[src/rtl/core/cdda_pkg.sv]
`timescale 1ns / 1ps

package cdda_pkg;

	localparam int YEAR_WIDTH_DEF = 16;
	localparam int DAYS_W         = 16;
	localparam int MONTH_W        = 4;
	localparam int DAY_W          = 5;
	localparam int OUT_YEAR_W     = 16;
	localparam int CFG_DATA_W     = 16;
	localparam int CFG_INDEX_W    = 2;
	localparam int IN_TDATA_W     = 16;
	localparam int OUT_TDATA_W    = 32;
	localparam int M400_W         = 9;
	localparam int PC_W           = 4;
	localparam int QUOT_W         = 8;
	localparam int RECIP_W        = 12;

	localparam logic [CFG_INDEX_W-1:0] CFG_START_YEAR  = 2'd0;
	localparam logic [CFG_INDEX_W-1:0] CFG_START_MONTH = 2'd1;
	localparam logic [CFG_INDEX_W-1:0] CFG_START_DAY   = 2'd2;

	localparam logic [CFG_DATA_W-1:0] RST_START_YEAR  = 16'd2000;
	localparam logic [MONTH_W-1:0]    RST_START_MONTH = 4'd1;
	localparam logic [DAY_W-1:0]      RST_START_DAY   = 5'd1;

	localparam logic [MONTH_W-1:0] MONTH_FEB  = 4'd2;
	localparam logic [MONTH_W-1:0] MONTH_JAN  = 4'd1;
	localparam logic [MONTH_W-1:0] MONTH_DEC  = 4'd12;
	localparam logic [DAY_W-1:0]   FEB_LEAP   = 5'd29;
	localparam logic [DAY_W-1:0]   LONG_MONTH = 5'd31;

	localparam logic [M400_W-1:0]     CENTURY   = 9'd100;
	localparam logic [M400_W-1:0]     CENTURY_2 = 9'd200;
	localparam logic [M400_W-1:0]     CENTURY_3 = 9'd300;
	localparam logic [M400_W-1:0]     CYCLE_END = 9'd399;
	localparam logic [CFG_DATA_W-1:0] CYCLE_LEN = 16'd400;
	localparam logic [M400_W-1:0]     YEAR_LEN  = 9'd365;

	// (x * RECIP_25) >> 16 equals x / 25 for any 12-bit x
	localparam logic [RECIP_W-1:0] RECIP_25 = 12'd2622;

	localparam logic [DAY_W-1:0] MONTH_DAYS [12] = '{
		5'd31, 5'd28, 5'd31, 5'd30, 5'd31, 5'd30,
		5'd31, 5'd31, 5'd30, 5'd31, 5'd30, 5'd31
	};

	typedef logic [PC_W-1:0] pc_t;

	localparam pc_t ST_IDLE  = 4'd0;
	localparam pc_t ST_TAKE  = 4'd1;
	localparam pc_t ST_FIRST = 4'd2;
	localparam pc_t ST_YEAR  = 4'd3;
	localparam pc_t ST_MONTH = 4'd4;
	localparam pc_t ST_EMIT  = 4'd5;
	localparam pc_t ST_BACK  = 4'd6;
	localparam pc_t ST_LOAD  = 4'd7;
	localparam pc_t ST_DIV   = 4'd8;
	localparam pc_t ST_CLAMP = 4'd9;

	typedef enum logic [2:0] {
		OP_NONE,
		OP_TAKE,
		OP_MSTEP,
		OP_YSTEP,
		OP_EMIT,
		OP_LDINIT,
		OP_DIVSTEP,
		OP_CLAMP
	} op_t;

	typedef enum logic [3:0] {
		C_NEVER,
		C_ALWAYS,
		C_PEND,
		C_NOTAKE,
		C_FITS,
		C_NFITS,
		C_YOK,
		C_OBUSY
	} cond_t;

	typedef struct packed {
		op_t   op;
		cond_t cond;
		pc_t   target;
	} ctrl_t;

	typedef struct packed {
		logic pend;
		logic take;
		logic fits;
		logic yok;
		logic obusy;
	} stat_t;

	function automatic ctrl_t ucode(input pc_t pc);
		ctrl_t w;
		unique case (pc)
			ST_IDLE:  w = '{OP_NONE,    C_PEND,   ST_LOAD};
			ST_TAKE:  w = '{OP_TAKE,    C_NOTAKE, ST_IDLE};
			ST_FIRST: w = '{OP_MSTEP,   C_FITS,   ST_EMIT};
			ST_YEAR:  w = '{OP_YSTEP,   C_YOK,    ST_YEAR};
			ST_MONTH: w = '{OP_MSTEP,   C_NFITS,  ST_MONTH};
			ST_EMIT:  w = '{OP_EMIT,    C_OBUSY,  ST_EMIT};
			ST_BACK:  w = '{OP_NONE,    C_ALWAYS, ST_IDLE};
			ST_LOAD:  w = '{OP_LDINIT,  C_NEVER,  ST_IDLE};
			ST_DIV:   w = '{OP_DIVSTEP, C_NEVER,  ST_IDLE};
			ST_CLAMP: w = '{OP_CLAMP,   C_ALWAYS, ST_IDLE};
			default:  w = '{OP_NONE,    C_ALWAYS, ST_IDLE};
		endcase
		return w;
	endfunction

	function automatic logic is_leap(input logic [M400_W-1:0] m400);
		return ((m400[1:0] == 2'd0) && (m400 != CENTURY) && (m400 != CENTURY_2)
			&& (m400 != CENTURY_3)) || (m400 == '0);
	endfunction

	function automatic logic [DAY_W-1:0] month_len(input logic [MONTH_W-1:0] m,
		input logic leap);
		logic [DAY_W-1:0] len;
		if (m == MONTH_FEB) begin
			len = leap ? FEB_LEAP : MONTH_DAYS[1];
		end else if (m >= MONTH_JAN && m <= MONTH_DEC) begin
			len = MONTH_DAYS[m - MONTH_JAN];
		end else begin
			len = LONG_MONTH;
		end
		return len;
	endfunction

endpackage

[src/rtl/core/cdda_seq.sv]
`timescale 1ns / 1ps

module cdda_seq (
	input  logic            clk,
	input  logic            arst_n,
	input  cdda_pkg::stat_t stat,
	output cdda_pkg::ctrl_t ctrl
);
	import cdda_pkg::*;

	pc_t  pc_q;
	logic jump;

	assign ctrl = ucode(pc_q);

	always_comb begin
		unique case (ctrl.cond)
			C_NEVER:  jump = 1'b0;
			C_ALWAYS: jump = 1'b1;
			C_PEND:   jump = stat.pend;
			C_NOTAKE: jump = !stat.take;
			C_FITS:   jump = stat.fits;
			C_NFITS:  jump = !stat.fits;
			C_YOK:    jump = stat.yok;
			C_OBUSY:  jump = stat.obusy;
			default:  jump = 1'b1;
		endcase
	end

	always_ff @(posedge clk or negedge arst_n) begin
		if (!arst_n) begin
			pc_q <= ST_IDLE;
		end else begin
			pc_q <= jump ? ctrl.target : pc_q + pc_t'(1);
		end
	end

endmodule

[src/rtl/core/cdda_dpath.sv]
`timescale 1ns / 1ps

module cdda_dpath #(
	parameter int YEAR_WIDTH = cdda_pkg::YEAR_WIDTH_DEF
) (
	input  logic                                clk,
	input  logic                                arst_n,
	input  cdda_pkg::ctrl_t                     ctrl,
	output cdda_pkg::stat_t                     stat,
	input  logic                                cfg_valid,
	output logic                                cfg_ready,
	input  logic [cdda_pkg::CFG_INDEX_W-1:0]    cfg_index,
	input  logic [cdda_pkg::CFG_DATA_W-1:0]     cfg_data,
	input  logic                                s_tvalid,
	output logic                                s_tready,
	input  logic [cdda_pkg::IN_TDATA_W-1:0]     s_tdata,
	output logic                                m_tvalid,
	input  logic                                m_tready,
	output logic [cdda_pkg::OUT_TDATA_W-1:0]    m_tdata
);
	import cdda_pkg::*;

	logic [CFG_DATA_W-1:0] start_year_q;
	logic [MONTH_W-1:0]    start_month_q;
	logic [DAY_W-1:0]      start_day_q;
	logic                  pend_q;

	logic [YEAR_WIDTH-1:0] year_q;
	logic [MONTH_W-1:0]    month_q;
	logic [DAY_W-1:0]      day_q;
	logic [DAYS_W-1:0]     rem_q;
	logic [M400_W-1:0]     m400_q;
	logic                  ovf_q;
	logic [QUOT_W-1:0]     quot_q;

	logic                  out_valid_q;
	logic [OUT_YEAR_W-1:0] out_year_q;
	logic [MONTH_W-1:0]    out_month_q;
	logic [DAY_W-1:0]      out_day_q;
	logic                  out_ovf_q;

	logic                  cfg_hit;
	logic                  take;
	logic                  obusy;
	logic                  year_max;
	logic [DAY_W-1:0]      len_cur;
	logic [DAYS_W:0]       sum_dr;
	logic                  fits;
	logic [M400_W-1:0]     nxt400;
	logic [M400_W-1:0]     ylen;
	logic                  yok;
	logic [CFG_DATA_W-1:0] ld_year;
	logic [2*RECIP_W-1:0]  quot_prod;
	logic [CFG_DATA_W-1:0] year16;
	logic [CFG_DATA_W-1:0] cyc_base;
	logic [MONTH_W-1:0]    month_clamp;
	logic [DAY_W-1:0]      day_clamp;

	assign cfg_ready = 1'b1;
	assign cfg_hit   = cfg_valid && (cfg_index == CFG_START_YEAR
		|| cfg_index == CFG_START_MONTH || cfg_index == CFG_START_DAY);
	assign s_tready  = (ctrl.op == OP_TAKE) && !pend_q;
	assign take      = s_tvalid && s_tready;
	assign obusy     = out_valid_q && !m_tready;

	assign year_max = (year_q == '1);
	assign len_cur  = month_len(month_q, is_leap(m400_q));
	assign sum_dr   = {{(DAYS_W + 1 - DAY_W){1'b0}}, day_q} + {1'b0, rem_q};
	assign fits     = sum_dr <= (DAYS_W + 1)'(len_cur);
	assign nxt400   = (year_max || m400_q == CYCLE_END) ? '0 : m400_q + M400_W'(1);
	assign ylen     = YEAR_LEN + M400_W'(is_leap((month_q <= MONTH_FEB) ? m400_q : nxt400));
	assign yok      = rem_q >= DAYS_W'(ylen);

	// loaded year never exceeds 16 bits: year / 400 = (year / 16) / 25
	assign ld_year   = CFG_DATA_W'(YEAR_WIDTH'(start_year_q));
	assign quot_prod = {{RECIP_W{1'b0}}, ld_year[CFG_DATA_W-1:CFG_DATA_W-RECIP_W]}
		* {{RECIP_W{1'b0}}, RECIP_25};
	assign year16    = CFG_DATA_W'(year_q);
	assign cyc_base  = {{(CFG_DATA_W - QUOT_W){1'b0}}, quot_q} * CYCLE_LEN;

	always_comb begin
		if (start_month_q < MONTH_JAN) begin
			month_clamp = MONTH_JAN;
		end else if (start_month_q > MONTH_DEC) begin
			month_clamp = MONTH_DEC;
		end else begin
			month_clamp = start_month_q;
		end
		if (start_day_q == '0) begin
			day_clamp = DAY_W'(1);
		end else if (start_day_q > len_cur) begin
			day_clamp = len_cur;
		end else begin
			day_clamp = start_day_q;
		end
	end

	assign stat = '{pend: pend_q, take: take, fits: fits, yok: yok, obusy: obusy};

	always_ff @(posedge clk or negedge arst_n) begin
		if (!arst_n) begin
			start_year_q  <= RST_START_YEAR;
			start_month_q <= RST_START_MONTH;
			start_day_q   <= RST_START_DAY;
			pend_q        <= 1'b1;
			out_valid_q   <= 1'b0;
		end else begin
			if (cfg_valid) begin
				unique case (cfg_index)
					CFG_START_YEAR:  start_year_q  <= cfg_data;
					CFG_START_MONTH: start_month_q <= cfg_data[MONTH_W-1:0];
					CFG_START_DAY:   start_day_q   <= cfg_data[DAY_W-1:0];
					default: ;
				endcase
			end
			if (cfg_hit) begin
				pend_q <= 1'b1;
			end else if (ctrl.op == OP_LDINIT) begin
				pend_q <= 1'b0;
			end
			if (ctrl.op == OP_EMIT && !obusy) begin
				out_valid_q <= 1'b1;
			end else if (m_tready) begin
				out_valid_q <= 1'b0;
			end
		end
	end

	always_ff @(posedge clk) begin
		unique case (ctrl.op)
			OP_TAKE: begin
				if (take) begin
					rem_q <= s_tdata[DAYS_W-1:0];
					ovf_q <= 1'b0;
				end
			end
			OP_MSTEP: begin
				if (!fits) begin
					rem_q <= DAYS_W'(sum_dr - (DAYS_W + 1)'(len_cur) - (DAYS_W + 1)'(1));
					day_q <= DAY_W'(1);
					if (month_q >= MONTH_DEC) begin
						month_q <= MONTH_JAN;
						year_q  <= year_q + YEAR_WIDTH'(1);
						m400_q  <= nxt400;
						if (year_max) begin
							ovf_q <= 1'b1;
						end
					end else begin
						month_q <= month_q + MONTH_W'(1);
					end
				end
			end
			OP_YSTEP: begin
				if (yok) begin
					rem_q  <= rem_q - DAYS_W'(ylen);
					year_q <= year_q + YEAR_WIDTH'(1);
					m400_q <= nxt400;
					if (year_max) begin
						ovf_q <= 1'b1;
					end
				end
			end
			OP_EMIT: begin
				if (!obusy) begin
					day_q       <= DAY_W'(sum_dr);
					out_year_q  <= OUT_YEAR_W'(year_q);
					out_month_q <= month_q;
					out_day_q   <= DAY_W'(sum_dr);
					out_ovf_q   <= ovf_q;
				end
			end
			OP_LDINIT: begin
				year_q  <= YEAR_WIDTH'(start_year_q);
				quot_q  <= quot_prod[2*RECIP_W-1 -: QUOT_W];
				month_q <= month_clamp;
			end
			OP_DIVSTEP: begin
				m400_q <= M400_W'(year16 - cyc_base);
			end
			OP_CLAMP: begin
				day_q <= day_clamp;
			end
			default: ;
		endcase
	end

	assign m_tvalid = out_valid_q;
	// m_tdata: result_year [15:0], result_month [19:16], result_day [24:20],
	// year_overflow [25], zero [31:26]
	assign m_tdata  = {6'd0, out_ovf_q, out_day_q, out_month_q, out_year_q};

endmodule

[src/rtl/core/calendar_date_day_adder.sv]
`timescale 1ns / 1ps

// Each input is added by stepping Y whole years (up to 179), then M months (up to 12);
// an add within the month skips both steps and goes straight to the output. A new transfer
// is taken only once the previous result is in the output register; output stalls hold it.
// Reset or a start-date write runs a load (LOAD, DIV, CLAMP: year mod 400, then the start
// date clamp) during which no input transfer is taken. Reset date is 2000-01-01.
module calendar_date_day_adder #(
	parameter int YEAR_WIDTH = cdda_pkg::YEAR_WIDTH_DEF
) (
	input  logic                             clk,
	input  logic                             arst_n,
	input  logic                             cfg_valid,
	output logic                             cfg_ready,
	input  logic [cdda_pkg::CFG_INDEX_W-1:0] cfg_index,
	input  logic [cdda_pkg::CFG_DATA_W-1:0]  cfg_data,
	input  logic                             s_tvalid,
	output logic                             s_tready,
	// s_tdata: days_to_add [15:0]
	input  logic [cdda_pkg::IN_TDATA_W-1:0]  s_tdata,
	output logic                             m_tvalid,
	input  logic                             m_tready,
	// m_tdata: result_year [15:0], result_month [19:16], result_day [24:20],
	// year_overflow [25], zero [31:26]
	output logic [cdda_pkg::OUT_TDATA_W-1:0] m_tdata
);
	import cdda_pkg::*;

	ctrl_t ctrl;
	stat_t stat;

	cdda_seq u_seq (
		.clk    (clk),
		.arst_n (arst_n),
		.stat   (stat),
		.ctrl   (ctrl)
	);

	cdda_dpath #(
		.YEAR_WIDTH (YEAR_WIDTH)
	) u_dpath (
		.clk       (clk),
		.arst_n    (arst_n),
		.ctrl      (ctrl),
		.stat      (stat),
		.cfg_valid (cfg_valid),
		.cfg_ready (cfg_ready),
		.cfg_index (cfg_index),
		.cfg_data  (cfg_data),
		.s_tvalid  (s_tvalid),
		.s_tready  (s_tready),
		.s_tdata   (s_tdata),
		.m_tvalid  (m_tvalid),
		.m_tready  (m_tready),
		.m_tdata   (m_tdata)
	);

endmodule

[config.mk]
export PLATFORM = sky130hd
export DESIGN_NAME = calendar_date_day_adder
export DESIGN_NICKNAME = d
export VERILOG_FILES = /design/src/rtl/core/cdda_pkg.sv /design/src/rtl/core/cdda_seq.sv /design/src/rtl/core/cdda_dpath.sv /design/src/rtl/core/calendar_date_day_adder.sv
export SDC_FILE = /design/constraint.sdc
export NUM_CORES = 1
export LEC_CHECK = 0
export ABC_AREA = 1
export CAP_MARGIN = 20
export CORE_UTILIZATION = 53
export CTS_CLUSTER_SIZE = 25
export DETAILED_ROUTE_END_ITERATION = 8
export DONT_BUFFER_PORTS = 1
export PLACE_DENSITY_LB_ADDON = 0.15
export SLEW_MARGIN = 20
export SYNTH_ARGS = -nofsm -noshare
export SYNTH_HDL_FRONTEND = slang
export SYNTH_SLANG_ARGS = --single-unit
[constraint.sdc]
create_clock -name clk -period 5.95 [get_ports clk]
set_clock_uncertainty 0.1 [all_clocks]
set_input_delay 1.19 -clock clk [delete_from_list [all_inputs] [get_ports clk]]
set_output_delay 1.19 -clock clk [all_outputs]
set_load 0.02 [all_outputs]
==> impl_metrics.ini, run 1 <==
[sta]
fin_crit_ps = 4680
finalHoldViolations = 0
setup_violations = 0
finalMaxSlewViolations = 0
holdWs_ps = 358
slew_headroom_pct = 41.9
rsz0062_at_grt = false
fin_tns_setup_ps = 0
max_clock_freq_mhz = 214
worst_slew_pin_slew_ps = 868
setup_slack_ps = 1270
fin_crit_sh_pct = 78.6

[worst_setup_path]
cp-end-kind = register
worst-r2r-cell-count = 16
cp_max_fo = 8
crit_type = register to register
crit_required_ps = 6030
critPathArrivalTime_ps = 4760
start_kind = register

[synth]
synth_edf_count = 82
ys_ff_latch = 113
synthCells = 1188
yosys_warnings = 0
ys.flop_type = edfxtp_1
async_flop_share_pct = 27.4
synth_cell_type_count = 54
syn_avg_cell_area_um2 = 8.28
syn-cell-area_um2 = 9830
synth.yosys.seq_area_share_pct = 33.0

[outcome]
violations = design-rule violations
status = complete, but fails checks

[floorplanning]
start_util_pct = 54.4
num_io_pins = 74
die_h_um = 138
core-area_um2 = 18100
fp.dieW_um = 138
row_count = 49
die_area_um2 = 19100

[final_layout]
fill_cells = 1588
final_util_pct = 59.2
n_antenna_cell = 0
synthToLayoutAreaGrowth_pct = 8.89
final_common_cell = nand2_1
layout_common_cells = nand2_1 (257), inv_1 (188), ha_1 (104)
drive_above_1_share_pct = 8.19
final_nets = 1383

[placed_design]
hpwl_mm = 18.1
gp_congestion = 0.922
port-buffer-count = 0
pre_cts_slack_ps = 1300

[clocking]
clk_pin_slew_worst_paths_ps = 60
clock_latency_ps = 430
clock_path_buffers = 2
cts.sinks = 113
post_cts_buffers = 0
htreeDepth = 4
cts-buffers-inserted = 17
cts_tree = done
hold_buffers = 0
clockRootBuffer = clkbuf_16
cts.repair.resized = 0

[grt]
grt_usage_pct = 25.2
overflow = 0
grt_max_degree = 32
antenna_found_initial = 0
grt_pass1_wl_mm = 37.7
grt_pass1_vias = 7524

[drt]
antenna_left = 0
dr_total_vias = 7851
via_per_inst = 5.46
wl_per_cell_um = 16.1
drc_errors = 12
drtIter0Drc = 559
drt_first_pass_iters = 7
finalWirelength_mm = 23.1

[hold_path]
hold_class = input pin to async pin

[flow_run]
drv_cap = 0
## layer usage
| metal | wire [um] | track usage [%] | vias to the layer above |
|---|---|---|---|
| met5 | 0 | 0 | - |
| met3 | 1270 | 4.99 | 31 |
| met1 | 10700 | 34.1 | 3685 |
| li1 | - | - | 3912 |
| met2 | 10700 | 40.8 | 223 |
| met4 | 463 | 8.34 | 0 |
## kinds of logic (layout without fill, tap and decap cells)
group           count (synthesis)  count (layout)  share of synthesized area, %
simple gates                  505             505                          22.7
other cells                     2               7                        0.0764
fa+ha+maj                     148             148                          22.2
compound gates                156             156                          9.03
mux                             4               4                         0.458
xor+xnor                       43              43                          3.83
buf+inv                       217             233                          8.67
flops                         113             113                          33.0
## path summary, 6_finish.rpt
path | endpoint | startpoint | slack [ps]
worst min register to register | u_dpath.out_ovf_q | u_dpath.ovf_q | 370
worst max register to register | u_dpath.quot_q[3] | u_dpath.ld_year[14] | 1270
worst max-delay path | u_dpath.quot_q[3] | u_dpath.ld_year[14] | 1270
max in group asynchronous | u_dpath.start_month_q[0] | arst_n | 5200
min in group clk | u_dpath.out_ovf_q | u_dpath.ovf_q | 370
worst min-delay path | u_dpath.ld_year[12] | arst_n | 360
## registers in the layout, indices dropped and copies added (netlist names)
signal,flops
u_dpath.out_year_q,16
u_dpath.day_q,5
u_dpath.pend_q,1
u_dpath.start_month_q,4
u_dpath.ovf_q,1
u_dpath.m_tvalid,1
u_dpath.m400_q,9
u_dpath.out_day_q,5
u_dpath.out_month_q,4
u_dpath.month_q,4
u_dpath.ld_year,16
u_dpath.out_ovf_q,1
u_dpath.quot_q,5
u_dpath.rem_q,16
u_dpath.start_day_q,5
u_dpath.year16,16
u_seq.pc_q,4
## cells in the mapped netlist (3+ instances only)
library cell	n	area [um2]
dfrtp_1	22	551
nor2_4	4	45.0
o21ai_2	3	26.3
a31oi_1	4	25.0
dfstp_2	9	236
buf_2	3	15.0
nand2_2	16	100
nand2_1	257	965
nand3_1	92	460
nor3_1	18	90.1
nor4_1	3	18.8
nand3_2	5	50.1
xor2_1	29	254
ha_1	104	1300
nor2_1	84	315
fa_1	44	881
a21oi_1	47	235
clkbuf_1	11	41.3
xnor2_1	14	123
buf_4	9	67.6
o211ai_1	5	37.5
inv_2	4	15.0
nand4_1	11	68.8
o21ai_0	71	355
inv_1	188	706
nor2_2	5	31.3
edfxtp_1	82	2460
mux2_2	4	45.0
## cell type report
class / instances / area (um2) / area share [%]
repair buffers: 7 / 60.1 / 0.561
flip-flops and latches: 113 / 3250 / 30.3
inverters: 194 / 728 / 6.80
clock buffers: 26 / 564 / 5.27
well taps: 229 / 287 / 2.68
clock inverters: 6 / 63.8 / 0.596
multi-input cells: 863 / 5760 / 53.8
## worst max-delay path, cell delays in order (launching register included)
cell	delay (ps)
dfrtp_1	610
fa_1	490
ha_1	300
inv_1	70
fa_1	430
fa_1	550
inv_1	50
fa_1	470
ha_1	350
nand2_1	70
inv_1	50
nand4_1	90
o221a_2	190
o221ai_1	160
a21o_1	220
a21oi_1	150
xnor2_1	70
## stage by stage
stage,std cells,cell area (um2)
2_1_floorplan,1193,9850
3_3_place_gp,1405,10100
3_5_place_dp,1405,10100
4_1_cts,1437,10700
5_1_grt,1438,10700
6_report,1438,10700
Power of run 1 is not shown: default switching activity piles up to over one toggle a cycle in this logic, so the estimate is an artifact.
==> run 2: changes to the inputs <==
==> constraint.sdc (replaced) <==
create_clock -name clk -period 4 [get_ports clk]
set_clock_uncertainty 0.1 [all_clocks]
set_input_delay 0.8 -clock clk [delete_from_list [all_inputs] [get_ports clk]]
set_output_delay 0.8 -clock clk [all_outputs]
set_load 0.02 [all_outputs]
==> impl_metrics.ini, run 2 (synthesis results as in run 1) <==
[grt]
grt_max_degree = 30
antenna_found_initial = 1
grt_pass1_wl_mm = 38.2
grt_pass1_vias = 7765
overflow = 0
grt_usage_pct = 25.4

[floorplanning]
fp.dieW_um = 138
start_util_pct = 54.4
row_count = 49
die_h_um = 138
core-area_um2 = 18100
num_io_pins = 74
die_area_um2 = 19100

[worst_setup_path]
cpMaxStageDelayCell = fa_1
critPathArrivalTime_ps = 4470
worstPathCellList = buf_4 > fa_1 > ha_1 > fa_1 > fa_2 > fa_1 > ha_4 > nand2_2 > inv_2 > nand4_1 > o221a_2 > o221ai_4 > a21o_1 > a21oi_2 > xnor2_1
crit_required_ps = 4070
cp_max_fo = 5
start_kind = register
cp-end-kind = register
cp.buffers_inverters = 2
cpLargestDelayFamily = adder cells
crit_type = register to register
cpPeakStageDelay_ps = 550
crit_top_cell = fa_1

[final_layout]
final_util_pct = 63.5
synthToLayoutAreaGrowth_pct = 16.8
fin_area_um2 = 11500
final_nets = 1450
drive_above_1_share_pct = 15.9
final_common_cell = nand2_1
layout_common_cells = nand2_1 (255), inv_1 (181), nand3_1 (92)

[clocking]
clock_latency_ps = 420
cts_tree = done
clockRootBuffer = clkbuf_16
clk_pin_slew_worst_paths_ps = 60
htreeDepth = 4
cts-buffers-inserted = 17
cts.sinks = 113
clock_path_buffers = 2

[sta]
rsz0062_at_grt = true
slew_headroom_pct = 33.2
finalMaxSlewViolations = 0
fin_crit_ps = 4400
fin_crit_sh_pct = 110
setup_slack_ps = -400
finalHoldViolations = 0
worst_slew_pin_slew_ps = 1000
setup_violations = 5
max_clock_freq_mhz = 227

[outcome]
status = complete, but fails checks
violations = design-rule violations, negative setup slack

[placed_design]
gp_congestion = 0.938
placed_area_um2 = 10600
port-buffer-count = 0
hpwl_mm = 18.3
pre_cts_slack_ps = -411

[drt]
via_per_inst = 5.42
drt_first_pass_iters = 7
drtIter0Drc = 468
dr_total_vias = 8160
antenna_left = 0
wl_per_cell_um = 15.8
finalWirelength_mm = 23.9
drc_errors = 8

[hold_path]
hold_class = input pin to async pin

[flow_run]
drv_cap = 0
[run 2: cell count changes in the layout (fill, tap and decap cells not counted), moves of 3 or more]
cell | previous run | this run
buf_12 | 0 | 3
ha_4 | 0 | 12
dfrtp_1 | 22 | 17
buf_6 | 0 | 3
ha_1 | 104 | 88
inv_2 | 4 | 11
buf_4 | 6 | 68
ha_2 | 0 | 4
dfrtp_2 | 0 | 5
clkbuf_16 | 21 | 17
a21oi_2 | 1 | 5
inv_1 | 188 | 181
a21oi_1 | 47 | 43
bufinv_16 | 1 | 5
[run 2: repair_timing]
item	4_1_cts	5_1_grt
setup endpoints to repair	5	47
hold endpoints to repair	22	0
hold buffers	1	0
resized for setup	9	23
pin swaps	9	26
buffers inserted	0	10
[run 2: through the flow]
step | setup TNS [ps] | std cells | hold slack [ps]
CTS | -1460 | 1495 | 86.0
finish | -1560 | 1506 | 90.9
global placement | -1040 | 1462 | 346
global route | -2320 | 1505 | 91.3
floorplan | -778 | 1193 | 321
detailed placement | -1570 | 1462 | 369
[run 2: final timing paths]
| path | startpoint | end | slack, ps | cells past startpoint |
|---|---|---|---|---|
| worst max-delay path | u_dpath.ld_year[11] | u_dpath.quot_q[3] | -400 | 15 |
| worst min-delay path | arst_n | u_dpath.m_tvalid | 90 | 1 |
| worst max register to register | u_dpath.ld_year[11] | u_dpath.quot_q[3] | -400 | 15 |
| worst min register to register | u_dpath.ovf_q | u_dpath.out_ovf_q | 380 | 0 |
| max in group asynchronous | arst_n | u_dpath.ld_year[14] | 3550 | 1 |
| min in group clk | m_tready | u_dpath.m_tvalid | 370 | 1 |
[run 2: per-layer routing]
layer	global-route usage, %	up-vias	wire (um)
met5	0	-	0
met4	8.40	0	443
met3	4.61	35	985
met2	42.8	218	11500
met1	33.3	3852	10900
li1	-	4055	-
[run 2: final cells by class]
class,count,area (um2)
multi-input cells,863,5980
clock buffers,20,437
repair buffers,74,604
inverters,194,732
flip-flops and latches,113,3260
well taps,229,287
fillers,1513,6600
diodes,1,2.50
clock inverters,12,189
[run 2: worst reg2reg max path, stage by stage, from the launching register on]
cell and delay, ps:
dfrtp_2 440, buf_4 150, fa_1 470, ha_1 230
fa_1 550, fa_2 460, fa_1 470, ha_4 300
nand2_2 70, inv_2 60, nand4_1 120, o221a_2 280
o221ai_4 70, a21o_1 200, a21oi_2 70, xnor2_1 120
Power of run 2 is left out for the same reason.
